## config.mk

```make
export PLATFORM = sky130hd
export DESIGN_NAME = backing_store_range_map_table
export DESIGN_NICKNAME = d
export VERILOG_FILES = /design/src/rtl/bsrm_pkg.sv /design/src/rtl/backing_store_range_map_table.sv /design/src/rtl/bsrm_ctrl.sv /design/src/rtl/bsrm_dpath.sv
export SDC_FILE = /design/constraint.sdc
export NUM_CORES = 1
export LEC_CHECK = 0
export BUFFER_PORTS_ARGS = -buffer_cell sky130_fd_sc_hd__buf_2
export CAP_MARGIN = 20
export CORE_ASPECT_RATIO = 1.1
export CORE_MARGIN = 1.5
export CORE_UTILIZATION = 57
export CTS_BUF_LIST = sky130_fd_sc_hd__clkbuf_2 sky130_fd_sc_hd__clkbuf_4 sky130_fd_sc_hd__clkbuf_8
export DETAILED_ROUTE_END_ITERATION = 8
export PLACE_DENSITY = 0.78
export SYNTH_ARGS = -nofsm -noshare
export SYNTH_HDL_FRONTEND = slang
export SYNTH_SLANG_ARGS = --single-unit
```

## constraint.sdc

```tcl
create_clock -name clk -period 6.4 [get_ports clk]
set_clock_uncertainty 0.05 [all_clocks]
set_input_delay 0.96 -clock clk [delete_from_list [all_inputs] [get_ports clk]]
set_output_delay 0.96 -clock clk [all_outputs]
set_load 0.01 [all_outputs]
```

## src/rtl/bsrm_pkg.sv

```systemverilog
// Shared types and constants for the backing-store range map table.
package bsrm_pkg;

	localparam int NUM_STORES    = 8;
	localparam int IDX_W         = (NUM_STORES > 1) ? $clog2(NUM_STORES) : 1;
	localparam int PAGE_SHIFT    = 12;
	localparam int MAX_MAP_PAGES = 256;

	typedef enum logic [2:0] {
		ACT_CLEAR  = 3'd0,
		ACT_ALLOC  = 3'd1,
		ACT_FREE   = 3'd2,
		ACT_MAP    = 3'd3,
		ACT_UNMAP  = 3'd4,
		ACT_LOOKUP = 3'd5
	} action_t;

	typedef enum logic {
		ST_IDLE,
		ST_OP
	} state_t;

	typedef struct packed {
		action_t     action;
		logic [5:0]  pid;
		logic        pid_live;
		logic [31:0] virt_addr;
		logic [19:0] page_number;
		logic [3:0]  store_index;
		logic [8:0]  page_count;
	} req_t;

	typedef struct packed {
		logic       status;
		logic [3:0] found_store;
		logic [7:0] page_offset;
	} res_t;

	typedef struct packed {
		logic load;
		logic step;
		logic finish;
	} cmd_t;

	typedef struct packed {
		logic scan_act;
		logic hit;
		logic last;
	} sts_t;

endpackage

```

## src/rtl/backing_store_range_map_table.sv

```systemverilog
// Top level of the backing-store range map table.
//
//   channel   handshake          payload
//   request   start / busy       request (req_t)
//   result    done (one cycle)   result (res_t)
//
// A request is taken when start is high and busy is low. Clear all, free,
// map and undefined actions do not scan the table; allocate, unmap and
// lookup walk the table one entry a cycle, stopping at the first hit or at
// the last entry. The result word appears on the cycle after the last
// datapath cycle, when busy is already low; no new request is taken while
// one is in the datapath. Reset unmaps every entry at once.
module backing_store_range_map_table
	import bsrm_pkg::*;
(
	input  logic clk,
	input  logic arst_n,
	input  logic start,
	output logic busy,
	input  req_t request,
	output logic done,
	output res_t result
);

	cmd_t cmd;
	sts_t sts;

	bsrm_ctrl u_ctrl (
		.clk    (clk),
		.arst_n (arst_n),
		.start  (start),
		.sts    (sts),
		.cmd    (cmd),
		.busy   (busy),
		.done   (done)
	);

	bsrm_dpath u_dpath (
		.clk     (clk),
		.arst_n  (arst_n),
		.request (request),
		.cmd     (cmd),
		.sts     (sts),
		.result  (result)
	);

endmodule

```

## src/rtl/bsrm_ctrl.sv

```systemverilog
// Controller state machine: sequences one request through the datapath.
module bsrm_ctrl
	import bsrm_pkg::*;
(
	input  logic clk,
	input  logic arst_n,
	input  logic start,
	input  sts_t sts,
	output cmd_t cmd,
	output logic busy,
	output logic done
);

	state_t state_q, state_d;
	logic   done_q;

	always_ff @(posedge clk or negedge arst_n) begin
		if (!arst_n) begin
			state_q <= ST_IDLE;
			done_q  <= 1'b0;
		end else begin
			state_q <= state_d;
			done_q  <= cmd.finish;
		end
	end

	always_comb begin
		state_d = state_q;
		cmd     = '0;
		case (state_q)
			ST_IDLE: begin
				if (start) begin
					cmd.load = 1'b1;
					state_d  = ST_OP;
				end
			end
			ST_OP: begin
				// Scanning requests walk one entry a cycle until a hit or the last entry.
				if (sts.scan_act) begin
					cmd.step   = 1'b1;
					cmd.finish = sts.hit || sts.last;
				end else begin
					cmd.finish = 1'b1;
				end
				if (cmd.finish) begin
					state_d = ST_IDLE;
				end
			end
			default: begin
				state_d = ST_IDLE;
			end
		endcase
	end

	assign busy = (state_q != ST_IDLE);
	assign done = done_q;

endmodule

```

## src/rtl/bsrm_dpath.sv

```systemverilog
// Datapath: entry table, scan counter, match logic and result register.
module bsrm_dpath
	import bsrm_pkg::*;
(
	input  logic clk,
	input  logic arst_n,
	input  req_t request,
	input  cmd_t cmd,
	output sts_t sts,
	output res_t result
);

	req_t             req_q;
	logic [IDX_W-1:0] scan_q;
	res_t             res_q;
	res_t             res_d;

	logic [NUM_STORES-1:0] mapped_q;
	logic [5:0]            owner_q [NUM_STORES];
	logic [19:0]           first_q [NUM_STORES];
	logic [8:0]            pages_q [NUM_STORES];

	logic [IDX_W-1:0] idx_lo;
	logic [IDX_W-1:0] rd_sel;
	logic             idx_ok;
	logic             e_mapped;
	logic [5:0]       e_owner;
	logic [19:0]      e_first;
	logic [8:0]       e_pages;
	logic [19:0]      vpage;
	logic [20:0]      range_end;
	logic [19:0]      page_diff;
	logic             owner_match;
	logic             in_range;
	logic             count_ok;
	logic             map_ok;
	logic             hit;
	logic             scan_act;

	assign idx_lo = req_q.store_index[IDX_W-1:0];
	assign idx_ok = ({1'b0, req_q.store_index} < 5'(NUM_STORES));
	assign rd_sel = scan_act ? scan_q : idx_lo;

	assign e_mapped = mapped_q[rd_sel];
	assign e_owner  = owner_q[rd_sel];
	assign e_first  = first_q[rd_sel];
	assign e_pages  = pages_q[rd_sel];

	assign vpage       = req_q.virt_addr[31:PAGE_SHIFT];
	assign range_end   = {1'b0, e_first} + {12'd0, e_pages};
	assign page_diff   = vpage - e_first;
	assign owner_match = req_q.pid_live && e_mapped && (e_owner == req_q.pid);
	assign in_range    = (vpage >= e_first) && ({1'b0, vpage} < range_end);
	assign count_ok    = (req_q.page_count != 9'd0) &&
	                     (req_q.page_count <= 9'(MAX_MAP_PAGES));
	assign map_ok      = req_q.pid_live && idx_ok && count_ok &&
	                     !(e_mapped && (e_owner != req_q.pid));

	always_comb begin
		hit      = 1'b0;
		scan_act = 1'b0;
		case (req_q.action)
			ACT_ALLOC: begin
				scan_act = 1'b1;
				hit      = !e_mapped;
			end
			ACT_UNMAP: begin
				scan_act = 1'b1;
				hit      = owner_match && (e_first == req_q.page_number);
			end
			ACT_LOOKUP: begin
				scan_act = 1'b1;
				hit      = owner_match && in_range;
			end
			default: begin
				scan_act = 1'b0;
			end
		endcase
	end

	assign sts.scan_act = scan_act;
	assign sts.hit      = hit;
	assign sts.last     = (scan_q == IDX_W'(NUM_STORES - 1));

	always_comb begin
		res_d = '{status: 1'b1, found_store: 4'd0, page_offset: 8'd0};
		case (req_q.action)
			ACT_CLEAR: begin
				res_d.status = 1'b0;
			end
			ACT_ALLOC: begin
				if (hit) begin
					res_d.status      = 1'b0;
					res_d.found_store = 4'(scan_q);
				end
			end
			ACT_FREE: begin
				res_d.status = !idx_ok;
			end
			ACT_MAP: begin
				res_d.status = !map_ok;
			end
			ACT_UNMAP: begin
				res_d.status = !hit;
			end
			ACT_LOOKUP: begin
				if (hit) begin
					res_d.status      = 1'b0;
					res_d.found_store = 4'(scan_q);
					res_d.page_offset = page_diff[7:0];
				end
			end
			default: begin
				res_d.status = 1'b1;
			end
		endcase
	end

	always_ff @(posedge clk or negedge arst_n) begin
		if (!arst_n) begin
			mapped_q <= '0;
		end else if (cmd.finish) begin
			case (req_q.action)
				ACT_CLEAR: begin
					mapped_q <= '0;
				end
				ACT_FREE: begin
					if (idx_ok) begin
						mapped_q[idx_lo] <= 1'b0;
					end
				end
				ACT_MAP: begin
					if (map_ok) begin
						mapped_q[idx_lo] <= 1'b1;
					end
				end
				ACT_UNMAP: begin
					if (hit) begin
						mapped_q[scan_q] <= 1'b0;
					end
				end
				default: begin
					mapped_q <= mapped_q;
				end
			endcase
		end
	end

	// Entry fields are only looked at while the entry is mapped, so they need no reset.
	always_ff @(posedge clk) begin
		if (cmd.finish && (req_q.action == ACT_MAP) && map_ok) begin
			owner_q[idx_lo] <= req_q.pid;
			first_q[idx_lo] <= req_q.page_number;
			pages_q[idx_lo] <= req_q.page_count;
		end
		if (cmd.load) begin
			req_q <= request;
		end
		if (cmd.finish) begin
			res_q <= res_d;
		end
	end

	always_ff @(posedge clk or negedge arst_n) begin
		if (!arst_n) begin
			scan_q <= '0;
		end else if (cmd.load) begin
			scan_q <= '0;
		end else if (cmd.step) begin
			scan_q <= scan_q + IDX_W'(1);
		end
	end

	assign result = res_q;

endmodule

```

==> flow_summary.toml, run 1 <==
[status]
outcome = "complete, no violations"

[setup_path]
worstSetupStartpointType = "flip-flop"
critical_path.top_delay_family = "compound AO/OA/AOI/OAI gates"
cp_max_fo = 8
most_frequent_cell_on_critical_path = "buf_4"
cp_data_required_time_ps = 6720
critical_path.slowest_cell = "edfxtp_1"
crit_cells = 29
cp_data_arrival_time_ps = 6490
critical_path_class = "reg2reg"
crit_buf_inv = 10
crit_path_end_kind = "flip-flop"
critical_path.max_stage_delay_ps = 420
worst-r2r-cell-count = 29

[global_route]
wire_length_of_the_first_global_routing_pass_microns = 68320
grt_start_max_net_pins = 43
globalRoute.totalOverflow = 0
grt_antenna_before_repair = 1
first_global_vias = 11995
total_global_routing_track_utilization_pct = 28.58

[logic_synthesis]
synth_cell_type_count = 90
synth-edff-count = 355
synth-async-reset-ratio_pct = 3.533
avgSynthCellArea_sq_um = 13.77
yosys_warnings = 0
synth_cells = 1283
most_frequently_used_flop_master_after_synthesis = "edfxtp_1"
synth_nets = 1413
ys_seq_elements = 368
mappedNetlistArea_sq_um = 17670
yosysSeqAreaShare_pct = 62.18

[flow_run]
max-cap-violations = 0

[place]
io_buffer_count = 79
place_ws_ps = -249.7
dp.cells = 1827
gpl.final_weighted_congestion = 0.9863
place.detailed.hpwl_microns = 29980

[pwr]
total_power_mw = 6.550
power_per_cell_area_nw_per_um2 = 314.2
leakage_nw = 7.611
ir_drop_v = 0.0001900

[finish]
most-common-layout-cells = "edfxtp_1 (355), nand2_1 (158), buf_4 (112)"
layout.cells.non_filler = 1954
most_common_library_cell_in_the_layout_ignoring_fill_and_taps = "edfxtp_1"
nets = 1620
n_antenna_cell = 0
final_layout_size_suffix_gt1_share_pct = 26.95
flow.area_growth_from_synthesis_pct = 18.00

[timing]
max_slew.worst_pin.slew_ps = 940.1
slew_violations = 0
timing.final.crit_period_ps = 6169
tns_ps = 0
worst_slack_ps = 230.8
max_freq_mhz = 162.1
setup_viol_count_final = 0
slew_hr_pct = 37.19
hold_violation_count_in_the_final_report = 0
final_cycle_utilization_of_the_critical_path_pct = 96.39

[clock_tree]
insertion_delay_ps = 640
clk_transition_reported_paths_ps = 60
clock_sink_count = 368
cts-root-to-sink-buffers = 3
cts_max_level = 2
cts-buffers-inserted = 59
cts_tree = "built"
clockRootBuffer = "clkbuf_8"
cts.hold.buffers_added = 0

[detailed_routing]
drc = 0
dr.pass1.iters = 6
drt_wirelength_microns = 45160
highest_metal_layer_with_signal_wires = "met5"
post_drt_wl_per_cell_microns = 23.11
routed-wl-met3_microns = 3974
via_count = 12106
route.detailed.vias_per_inst = 6.195
routedLengthMet1_microns = 17600
met2_length_microns = 21180
antenna_violating_nets_post_route = 0
dr.first_iter.drc_count = 1214

[floorplan]
die_height_microns = 187.6
row_count = 67
fp.coreArea_sq_um = 30510
die_w_microns = 170.9
floorplan.io_pins = 93
start_util_pct = 57.90
die_area_sq_um = 32060

[min_path]
hold_class = "in2async"
-- state kept, by name, summed over array words and instances, names as in the netlist --
| register | cells |
|---|---|
| u_ctrl.busy | 1 |
| u_dpath.req_q | 60 |
| u_dpath.result | 12 |
| u_dpath.first_q | 160 |
| u_dpath.pages_q | 72 |
| u_dpath.owner_q | 48 |
| u_dpath.idx_lo | 3 |
| u_dpath.mapped_q | 8 |
| u_ctrl.done | 1 |
| u_dpath.scan_q | 3 |
-- metal layers --
layer / global-route usage, % / vias up
met5: 0 / -
met1: 37.13 / 5944
met4: 14.91 / 2
met2: 45.26 / 608
met3: 6.247 / 148
li1: - / 5404
-- cell usage after synthesis (4+ instances only) --
| cell | number | area, sq um |
|---|---|---|
| a31oi_1 | 5 | 31.28 |
| nand2b_1 | 5 | 31.28 |
| a32oi_1 | 5 | 43.79 |
| and3_1 | 7 | 43.79 |
| buf_6 | 5 | 56.30 |
| o2111ai_1 | 6 | 52.55 |
| a2111oi_0 | 10 | 87.58 |
| or3_1 | 8 | 50.05 |
| buf_2 | 21 | 105.1 |
| a21o_1 | 16 | 120.1 |
| a21boi_0 | 4 | 30.03 |
| a22oi_1 | 5 | 37.54 |
| mux2i_1 | 61 | 610.6 |
| a211oi_1 | 10 | 75.07 |
| edfxtp_1 | 355 | 10660 |
| o21a_1 | 6 | 45.04 |
| a221oi_1 | 11 | 96.34 |
| nand2_1 | 158 | 593.1 |
| xnor2_1 | 33 | 289.0 |
| nor3_1 | 20 | 100.1 |
| o21ai_0 | 37 | 185.2 |
| inv_1 | 31 | 116.4 |
| o22ai_1 | 9 | 56.30 |
| a21oi_1 | 42 | 210.2 |
| ha_1 | 50 | 625.6 |
| dfrtp_1 | 13 | 325.3 |
| o31ai_1 | 4 | 30.03 |
| mux2_4 | 8 | 120.1 |
| nor2_1 | 50 | 187.7 |
| nor2b_1 | 11 | 68.82 |
| clkbuf_1 | 23 | 86.33 |
| buf_1 | 8 | 30.03 |
| mux2_2 | 14 | 157.7 |
| xor2_1 | 13 | 113.9 |
| nor4_1 | 13 | 81.33 |
| o31a_1 | 4 | 35.03 |
| mux4_2 | 35 | 788.3 |
| nand3_1 | 57 | 285.3 |
| nand4_1 | 16 | 100.1 |
| o221a_2 | 4 | 45.04 |
| buf_4 | 10 | 75.07 |
-- cells by family (layout without fill, tap and decap cells) --
kind of cell | count (synthesis) | count (layout) | synth area share [%]
and+or+nand+nor | 372 | 372 | 9.986
DFF | 368 | 368 | 62.18
AOI/OAI and AO/OA | 218 | 218 | 8.874
muxes | 125 | 125 | 10.16
buffers and inverters | 101 | 358 | 2.727
adders and majority gates | 52 | 52 | 3.768
xor gates and xnor gates | 46 | 46 | 2.280
other | 1 | 1 | 0.02123
-- area by class of cell --
| class | count | area [sq um] |
|---|---|---|
| Fill cell | 2151 | 9668 |
| Tap cell | 414 | 518.0 |
| Multi-Input combinational cell | 814 | 6380 |
| Sequential cell | 368 | 10990 |
| Clock buffer | 73 | 917.1 |
| Inverter | 34 | 128.9 |
| Timing Repair Buffer | 213 | 1649 |
| Clock inverter | 38 | 264.0 |
-- report_power, final --
group	internal (mW)	total [mW]	switching (mW)
registers	2.72	2.80	0.0836
clock network	1.07	2.02	0.943
logic	0.787	1.73	0.943
total	4.58	6.55	1.97
-- worst register-to-register path, delay by kind of cell, from the launching register on --
family	cells	cell delay [ps]
AOI/OAI and AO/OA	9	1750
buffers and inverters	10	1540
and+or+nand+nor	6	1210
adders and majority gates	2	600
DFF	1	420
muxes	1	200
xor gates and xnor gates	1	130
-- stage by stage --
step | utilization (%) | hold WS, ps | instance area [sq um]
5_1_grt | 68.32 | 195.1 | 20850
3_3_place_gp | 63.49 | 447.8 | 19370
3_5_place_dp | 63.49 | 448.7 | 19370
2_1_floorplan | - | 431.4 | 17670
6_report | 68.32 | 205.2 | 20850
4_1_cts | 67.67 | 175.3 | 20650
-- final timing paths --
kind | slack, ps | from | endpoint
setup / recovery | 230 | u_dpath.req_q[72]$_DFFE_PP_ | u_dpath.result[8]$_DFFE_PP_
hold / removal | 210 | arst_n | u_dpath.mapped_q[5]$_DFFE_PN0P_
setup reg to reg | 230 | u_dpath.req_q[72]$_DFFE_PP_ | u_dpath.result[8]$_DFFE_PP_
hold reg to reg | 470 | u_dpath.mapped_q[3]$_DFFE_PN0P_ | u_dpath.mapped_q[3]$_DFFE_PN0P_
max in group asynchronous | 5750 | arst_n | u_dpath.scan_q[0]$_DFFE_PN0P_
min in group clk | 440 | request[29] | u_dpath.req_q[29]$_DFFE_PP_
-- repair_timing --
| item | in CTS | in global routing |
|---|---|---|
| setup buffers | 7 | 9 |
| setup endpoints to repair | 24 | 25 |
| hold endpoints to repair | 0 | 0 |
| gates resized for setup | 5 | 29 |
| pin swaps | 2 | 7 |
No activity file was read; power rests on OpenSTA's default activity.
==> run 2, diff against run 1 <==
--- a/config.mk
+++ b/config.mk
@@ -13,6 +13,7 @@
 export CTS_BUF_LIST = sky130_fd_sc_hd__clkbuf_2 sky130_fd_sc_hd__clkbuf_4 sky130_fd_sc_hd__clkbuf_8
 export DETAILED_ROUTE_END_ITERATION = 8
 export PLACE_DENSITY = 0.78
+export RECOVER_POWER = 100
 export SYNTH_ARGS = -nofsm -noshare
 export SYNTH_HDL_FRONTEND = slang
 export SYNTH_SLANG_ARGS = --single-unit
==> run 2 against run 1 <==
Compared with the run above:
- the run now ends with max-capacitance violations, max-slew violations left
- global-route usage is the same
- final cell count is the same
- power shrank 0.10%
- sequential cell count is the same
- register-to-register slack lost 30 ps
- setup slack lost 31 ps
- core utilization shrank 0.34 points
- combinational power is essentially flat
- via count is essentially flat
- wire length is essentially flat
- maximum frequency shrank 0.50%
- die area is the same
==> flow_summary.toml, run 2 (synthesis gave the netlist of run 1 again) <==
[status]
outcome = "finished, violations left"
failed_checks = "max-capacitance violations, max-slew violations"

[place]
io_buffer_count = 79
place.detailed.hpwl_microns = 29980
placement.cell_area_sq_um = 19370
gpl.final_weighted_congestion = 0.9863

[setup_path]
critical_path_class = "reg2reg"
worst-r2r-cell-count = 14
timing.reg2reg.setup_slack_ps = 200
timing.critical_path.cells = "buf_4 > or2_4 > a22o_1 > buf_12 > clkbuf_2 > a2111oi_0 > nor4_1 > xor2_1 > a2111oi_0 > a21o_1 > nand4_1 > clkbuf_2 > nor2b_1 > buf_6"
critical_path.top_delay_family = "compound AO/OA/AOI/OAI gates"
worstSetupStartpointType = "flip-flop"
crit_start = "u_dpath.req_q[72]$_DFFE_PP_"
timing.rr.start = "u_dpath.req_q[72]$_DFFE_PP_"
cp_max_fo = 26
r2r-end = "u_dpath.first_q[2][18]$_DFFE_PP_"
crit_buf_inv = 5
critical_path.slowest_cell = "nor2b_1"
critical_path.max_stage_delay_ps = 1140
cp_data_required_time_ps = 6610
cp_data_arrival_time_ps = 6410
crit_path_end_kind = "flip-flop"

[finish]
largest_register = "u_dpath.first_q"
design_area_sq_um = 20740
nets = 1620
reg_top3 = "u_dpath.first_q (160), u_dpath.pages_q (72), u_dpath.req_q (60)"
flow.area_growth_from_synthesis_pct = 17.41
largest_reg_flops = 160
most-common-layout-cells = "edfxtp_1 (355), nand2_1 (158), buf_4 (108)"
most_common_library_cell_in_the_layout_ignoring_fill_and_taps = "edfxtp_1"
utilization_pct = 67.98
final_layout_size_suffix_gt1_share_pct = 25.52
n_antenna_cell = 0

[clock_tree]
clockRootBuffer = "clkbuf_8"
cts-root-to-sink-buffers = 3
clock_sink_count = 368
cts_max_level = 2
cts-buffers-inserted = 59
cts_tree = "built"
clk_transition_reported_paths_ps = 60
insertion_delay_ps = 640

[global_route]
wire_length_of_the_first_global_routing_pass_microns = 68320
grt_antenna_before_repair = 1
total_global_routing_track_utilization_pct = 28.58
globalRoute.totalOverflow = 0
first_global_vias = 11995
grt_start_max_net_pins = 43

[floorplan]
die_height_microns = 187.6
fp.coreArea_sq_um = 30510
row_count = 67
floorplan.io_pins = 93
die_w_microns = 170.9
die_area_sq_um = 32060
start_util_pct = 57.90

[flow_run]
max-cap-violations = 2

[detailed_routing]
dr.first_iter.drc_count = 1304
route.detailed.vias_per_inst = 6.189
drt_wirelength_microns = 45200
antenna_violating_nets_post_route = 0
dr.pass1.iters = 6
via_count = 12094
drc = 0
post_drt_wl_per_cell_microns = 23.13

[pwr]
ir_drop_v = 0.0001891
total_power_mw = 6.543
power_per_cell_area_nw_per_um2 = 315.4
leakage_nw = 7.545

[timing]
slew_violations = 67
max_slew.worst_pin.slew_ps = 2538
slew_hr_pct = -69.21
setup_viol_count_final = 0
max_freq_mhz = 161.3
final_cycle_utilization_of_the_critical_path_pct = 96.88
hold_violation_count_in_the_final_report = 0
timing.final.crit_period_ps = 6200

[min_path]
hold_class = "in2async"
run 2: worst register-to-register path, delay by kind of cell, from the launching register on:
kind	cells	cell delay, ps
flip-flops	1	420
AND/OR/NAND/NOR	4	1680
XOR/XNOR	1	190
AO/OA/AOI/OAI	4	2060
buffers and inverters	5	1400
run 2: worst max path at each step:
stage,endpoint,cells after the start
3_3_place_gp,u_dpath.result[10]$_DFFE_PP_,29
6_report,u_dpath.first_q[2][18]$_DFFE_PP_,14
4_1_cts,u_dpath.result[8]$_DFFE_PP_,33
2_1_floorplan,u_dpath.result[0]$_SDFFCE_PN0P_,34
3_5_place_dp,u_dpath.result[8]$_DFFE_PP_,29
5_1_grt,u_dpath.result[8]$_DFFE_PP_,30
run 2: where the power goes:
part | internal, mW | switching, mW | total [mW]
sequential | 2.72 | 0.0830 | 2.80
combinational | 0.782 | 0.943 | 1.72
clock | 1.07 | 0.941 | 2.01
run 2: metal layers:
metal | share of wire (%) | global-route usage [%]
met2 | 47 | 45.26
met3 | 8.1 | 6.247
met4 | 5.4 | 14.91
met1 | 39 | 37.13
met5 | 0.029 | 0
run 2: final cells by class:
class | instances | area [sq um]
Inverter | 34 | 128.9
Clock buffer | 73 | 917.1
Multi-Input combinational cell | 814 | 6330
Fill cell | 2173 | 9772
Timing Repair Buffer | 213 | 1595
Tap cell | 414 | 518.0
Sequential cell | 368 | 10990
Clock inverter | 38 | 264.0
run 2: per-stage QoR:
step | std cells | setup WS (ps) | TNS, ps | hold WS, ps
after global routing | 1954 | -46.55 | -157.5 | 418.7
after CTS | 1945 | 5.182 | 0 | 175.3
after global placement | 1827 | -86.62 | -903.3 | 447.8
after detailed placement | 1827 | -249.7 | -4039 | 448.7
final | 1954 | 200.0 | 0 | 433.9
after floorplan | 1283 | 35.03 | 0 | 431.4
run 2: timing repair:
action / 4_1_cts / 5_1_grt
gates cloned: 0 / 0
endpoints found under the setup margin: 24 / 25
pin swaps: 2 / 7
hold buffers: 0 / 0
gates resized for setup: 5 / 29
endpoints found under the hold margin: 0 / 0
setup buffers: 7 / 9
==> run 3, diff against run 2 <==
--- a/config.mk
+++ b/config.mk
@@ -9,10 +9,9 @@
 export CAP_MARGIN = 20
 export CORE_ASPECT_RATIO = 1.1
 export CORE_MARGIN = 1.5
-export CORE_UTILIZATION = 57
+export CORE_UTILIZATION = 45
 export CTS_BUF_LIST = sky130_fd_sc_hd__clkbuf_2 sky130_fd_sc_hd__clkbuf_4 sky130_fd_sc_hd__clkbuf_8
 export DETAILED_ROUTE_END_ITERATION = 8
-export PLACE_DENSITY = 0.78
 export RECOVER_POWER = 100
 export SYNTH_ARGS = -nofsm -noshare
 export SYNTH_HDL_FRONTEND = slang
==> run 3 against run 2 <==
Compared with the run above:
- the run still ends with max-capacitance violations, max-slew violations left
- hold slack worse by 12 ps
- via count is 2.2% lower
- first-iteration DRC count is 32% lower
- core utilization is 14 points lower
- combinational power hardly changed
- non-clock buffer count is 6 higher
- critical endpoint is now u_dpath.owner_q[0][3]$_DFFE_PP_
- largest power group unchanged
==> flow_summary.toml, run 3 (synthesis gave the netlist of run 1 again) <==
[finish]
largest_reg_flops = 160
n_antenna_cell = 0
flow.area_growth_from_synthesis_pct = 17.63
most_common_library_cell_in_the_layout_ignoring_fill_and_taps = "edfxtp_1"
reg_top3 = "u_dpath.first_q (160), u_dpath.pages_q (72), u_dpath.req_q (60)"
most-common-layout-cells = "edfxtp_1 (355), nand2_1 (158), buf_4 (115)"
final_layout_size_suffix_gt1_share_pct = 25.49
utilization_pct = 54.15
final.fill_count = 3216
largest_register = "u_dpath.first_q"
layout.cells.non_filler = 2046
nets = 1627

[global_route]
grt_antenna_before_repair = 1
met1_usage_pct = 30.97
grt_start_max_net_pins = 35
grt.met2_usage_pct = 40.11
global_route.usage.met3_pct = 5.001
total_global_routing_track_utilization_pct = 24.03
globalRoute.totalOverflow = 0
first_global_vias = 11960
most_used_layer_global_route = "met2"
wire_length_of_the_first_global_routing_pass_microns = 71570

[detailed_routing]
dr.first_iter.drc_count = 881
drc = 0
dr.pass1.iters = 5
post_drt_wl_per_cell_microns = 23.18
via_count = 11827
route.detailed.vias_per_inst = 5.781
drt_wirelength_microns = 47420
antenna_violating_nets_post_route = 0

[pwr]
leakage_nw = 7.561
total_power_mw = 6.589
power_per_cell_area_nw_per_um2 = 317.0
ir_drop_v = 0.0002015

[clock_tree]
cts-root-to-sink-buffers = 3
insertion_delay_ps = 660
cts_max_level = 2
clockRootBuffer = "clkbuf_8"
cts.hold.buffers_added = 0
clock_sink_count = 368
clk_transition_reported_paths_ps = 60
cts-buffers-inserted = 60
cts_tree = "built"

[floorplan]
die_area_sq_um = 40460
start_util_pct = 46.03
fp.coreArea_sq_um = 38380
floorplan.io_pins = 93
row_count = 75
die_height_microns = 210.8
die_w_microns = 191.9

[timing]
tns_ps = 0
hold_violation_count_in_the_final_report = 0
timing.final.crit_period_ps = 6092
final_cycle_utilization_of_the_critical_path_pct = 95.19
grt_setup_unrepaired = "false"
slew_hr_pct = -51.91
worst_slack_ps = 307.8
slew_violations = 64
max_freq_mhz = 164.1
max_slew.worst_pin.slew_ps = 2279
setup_viol_count_final = 0

[place]
gpl.final_weighted_congestion = 0.9293
dp.cells = 1926
place_ws_ps = -90.36
io_buffer_count = 79
place.detailed.hpwl_microns = 31480

[setup_path]
cp_data_arrival_time_ps = 6320
cp_max_fo = 25
critical_path_class = "reg2reg"
worstSetupStartpointType = "flip-flop"
crit_path_end_kind = "flip-flop"
cp_data_required_time_ps = 6630
worst-r2r-cell-count = 14

[status]
outcome = "finished, violations left"
failed_checks = "max-capacitance violations, max-slew violations"

[flow_run]
max-cap-violations = 2

[min_path]
hold_class = "in2async"
==> run 3: cell count changes in the layout (fill, tap and decap cells not counted), sizes merged <==
cell | before | now
bufinv | 3 | 2
buf | 191 | 189
clkinv | 35 | 25
clkbuf | 95 | 115
inv | 32 | 31
==> run 3: power by group <==
group,internal (mW),switching [mW],total [mW],leakage (nW)
logic,0.780,0.959,1.74,3.51
clock network,1.11,0.945,2.06,0.650
registers,2.72,0.0735,2.79,3.40
total,4.61,1.98,6.59,7.56
==> run 3: cell type report <==
cell class	count	area [sq um]	area share, %
inverter	34	128.9	0.6201
multi-input combinational	814	6299	30.31
clock buffer	85	1020	4.907
clock inverter	26	187.7	0.9031
sequential	368	10990	52.87
timing repair buffer	219	1535	7.387
tap	500	625.6	3.010
==> run 3: final timing paths <==
kind	end	start	slack (ps)
setup / recovery	u_dpath.owner_q[0][3]$_DFFE_PP_	u_dpath.req_q[73]$_DFFE_PP_	310
hold / removal	u_ctrl.done$_DFF_PN0_	arst_n	420
setup reg to reg	u_dpath.owner_q[0][3]$_DFFE_PP_	u_dpath.req_q[73]$_DFFE_PP_	310
hold reg to reg	u_dpath.mapped_q[5]$_DFFE_PN0P_	u_dpath.mapped_q[5]$_DFFE_PN0P_	480
max in group asynchronous	u_dpath.scan_q[0]$_DFFE_PN0P_	arst_n	5150
min in group clk	u_dpath.req_q[5]$_DFFE_PP_	request[5]	420
==> run 3: per-stage QoR <==
stage	area, sq um	hold slack (ps)
after detailed placement	19570	444.8
after global routing	20780	374.8
after floorplan	17670	431.4
final	20780	422.4
after global placement	19570	447.7
after CTS	20840	147.6
==> run 3: critical path, stage by stage (launching register included) <==
cell and delay, ps:
edfxtp_1 400, o21ba_4 290, mux2i_4 310, buf_4 190, buf_4 160, buf_4 320, a2111oi_0 110, nor4_1 360
xor2_1 230, a2111oi_0 1130, a21o_1 240, nand4_1 100, clkbuf_1 370, nor2b_2 740, clkbuf_4 660
==> run 3: metal layers <==
metal / share of wire (%) / vias to the layer above
met5: 0.027 / -
met4: 3.0 / 2
met3: 6.2 / 97
met2: 49 / 383
met1: 42 / 5927
li1: - / 5418
==> run 3: timing repair <==
action,CTS,global route
gates resized for setup,3,18
setup endpoints to repair,20,24
buffers inserted,4,4
pin swaps,1,10
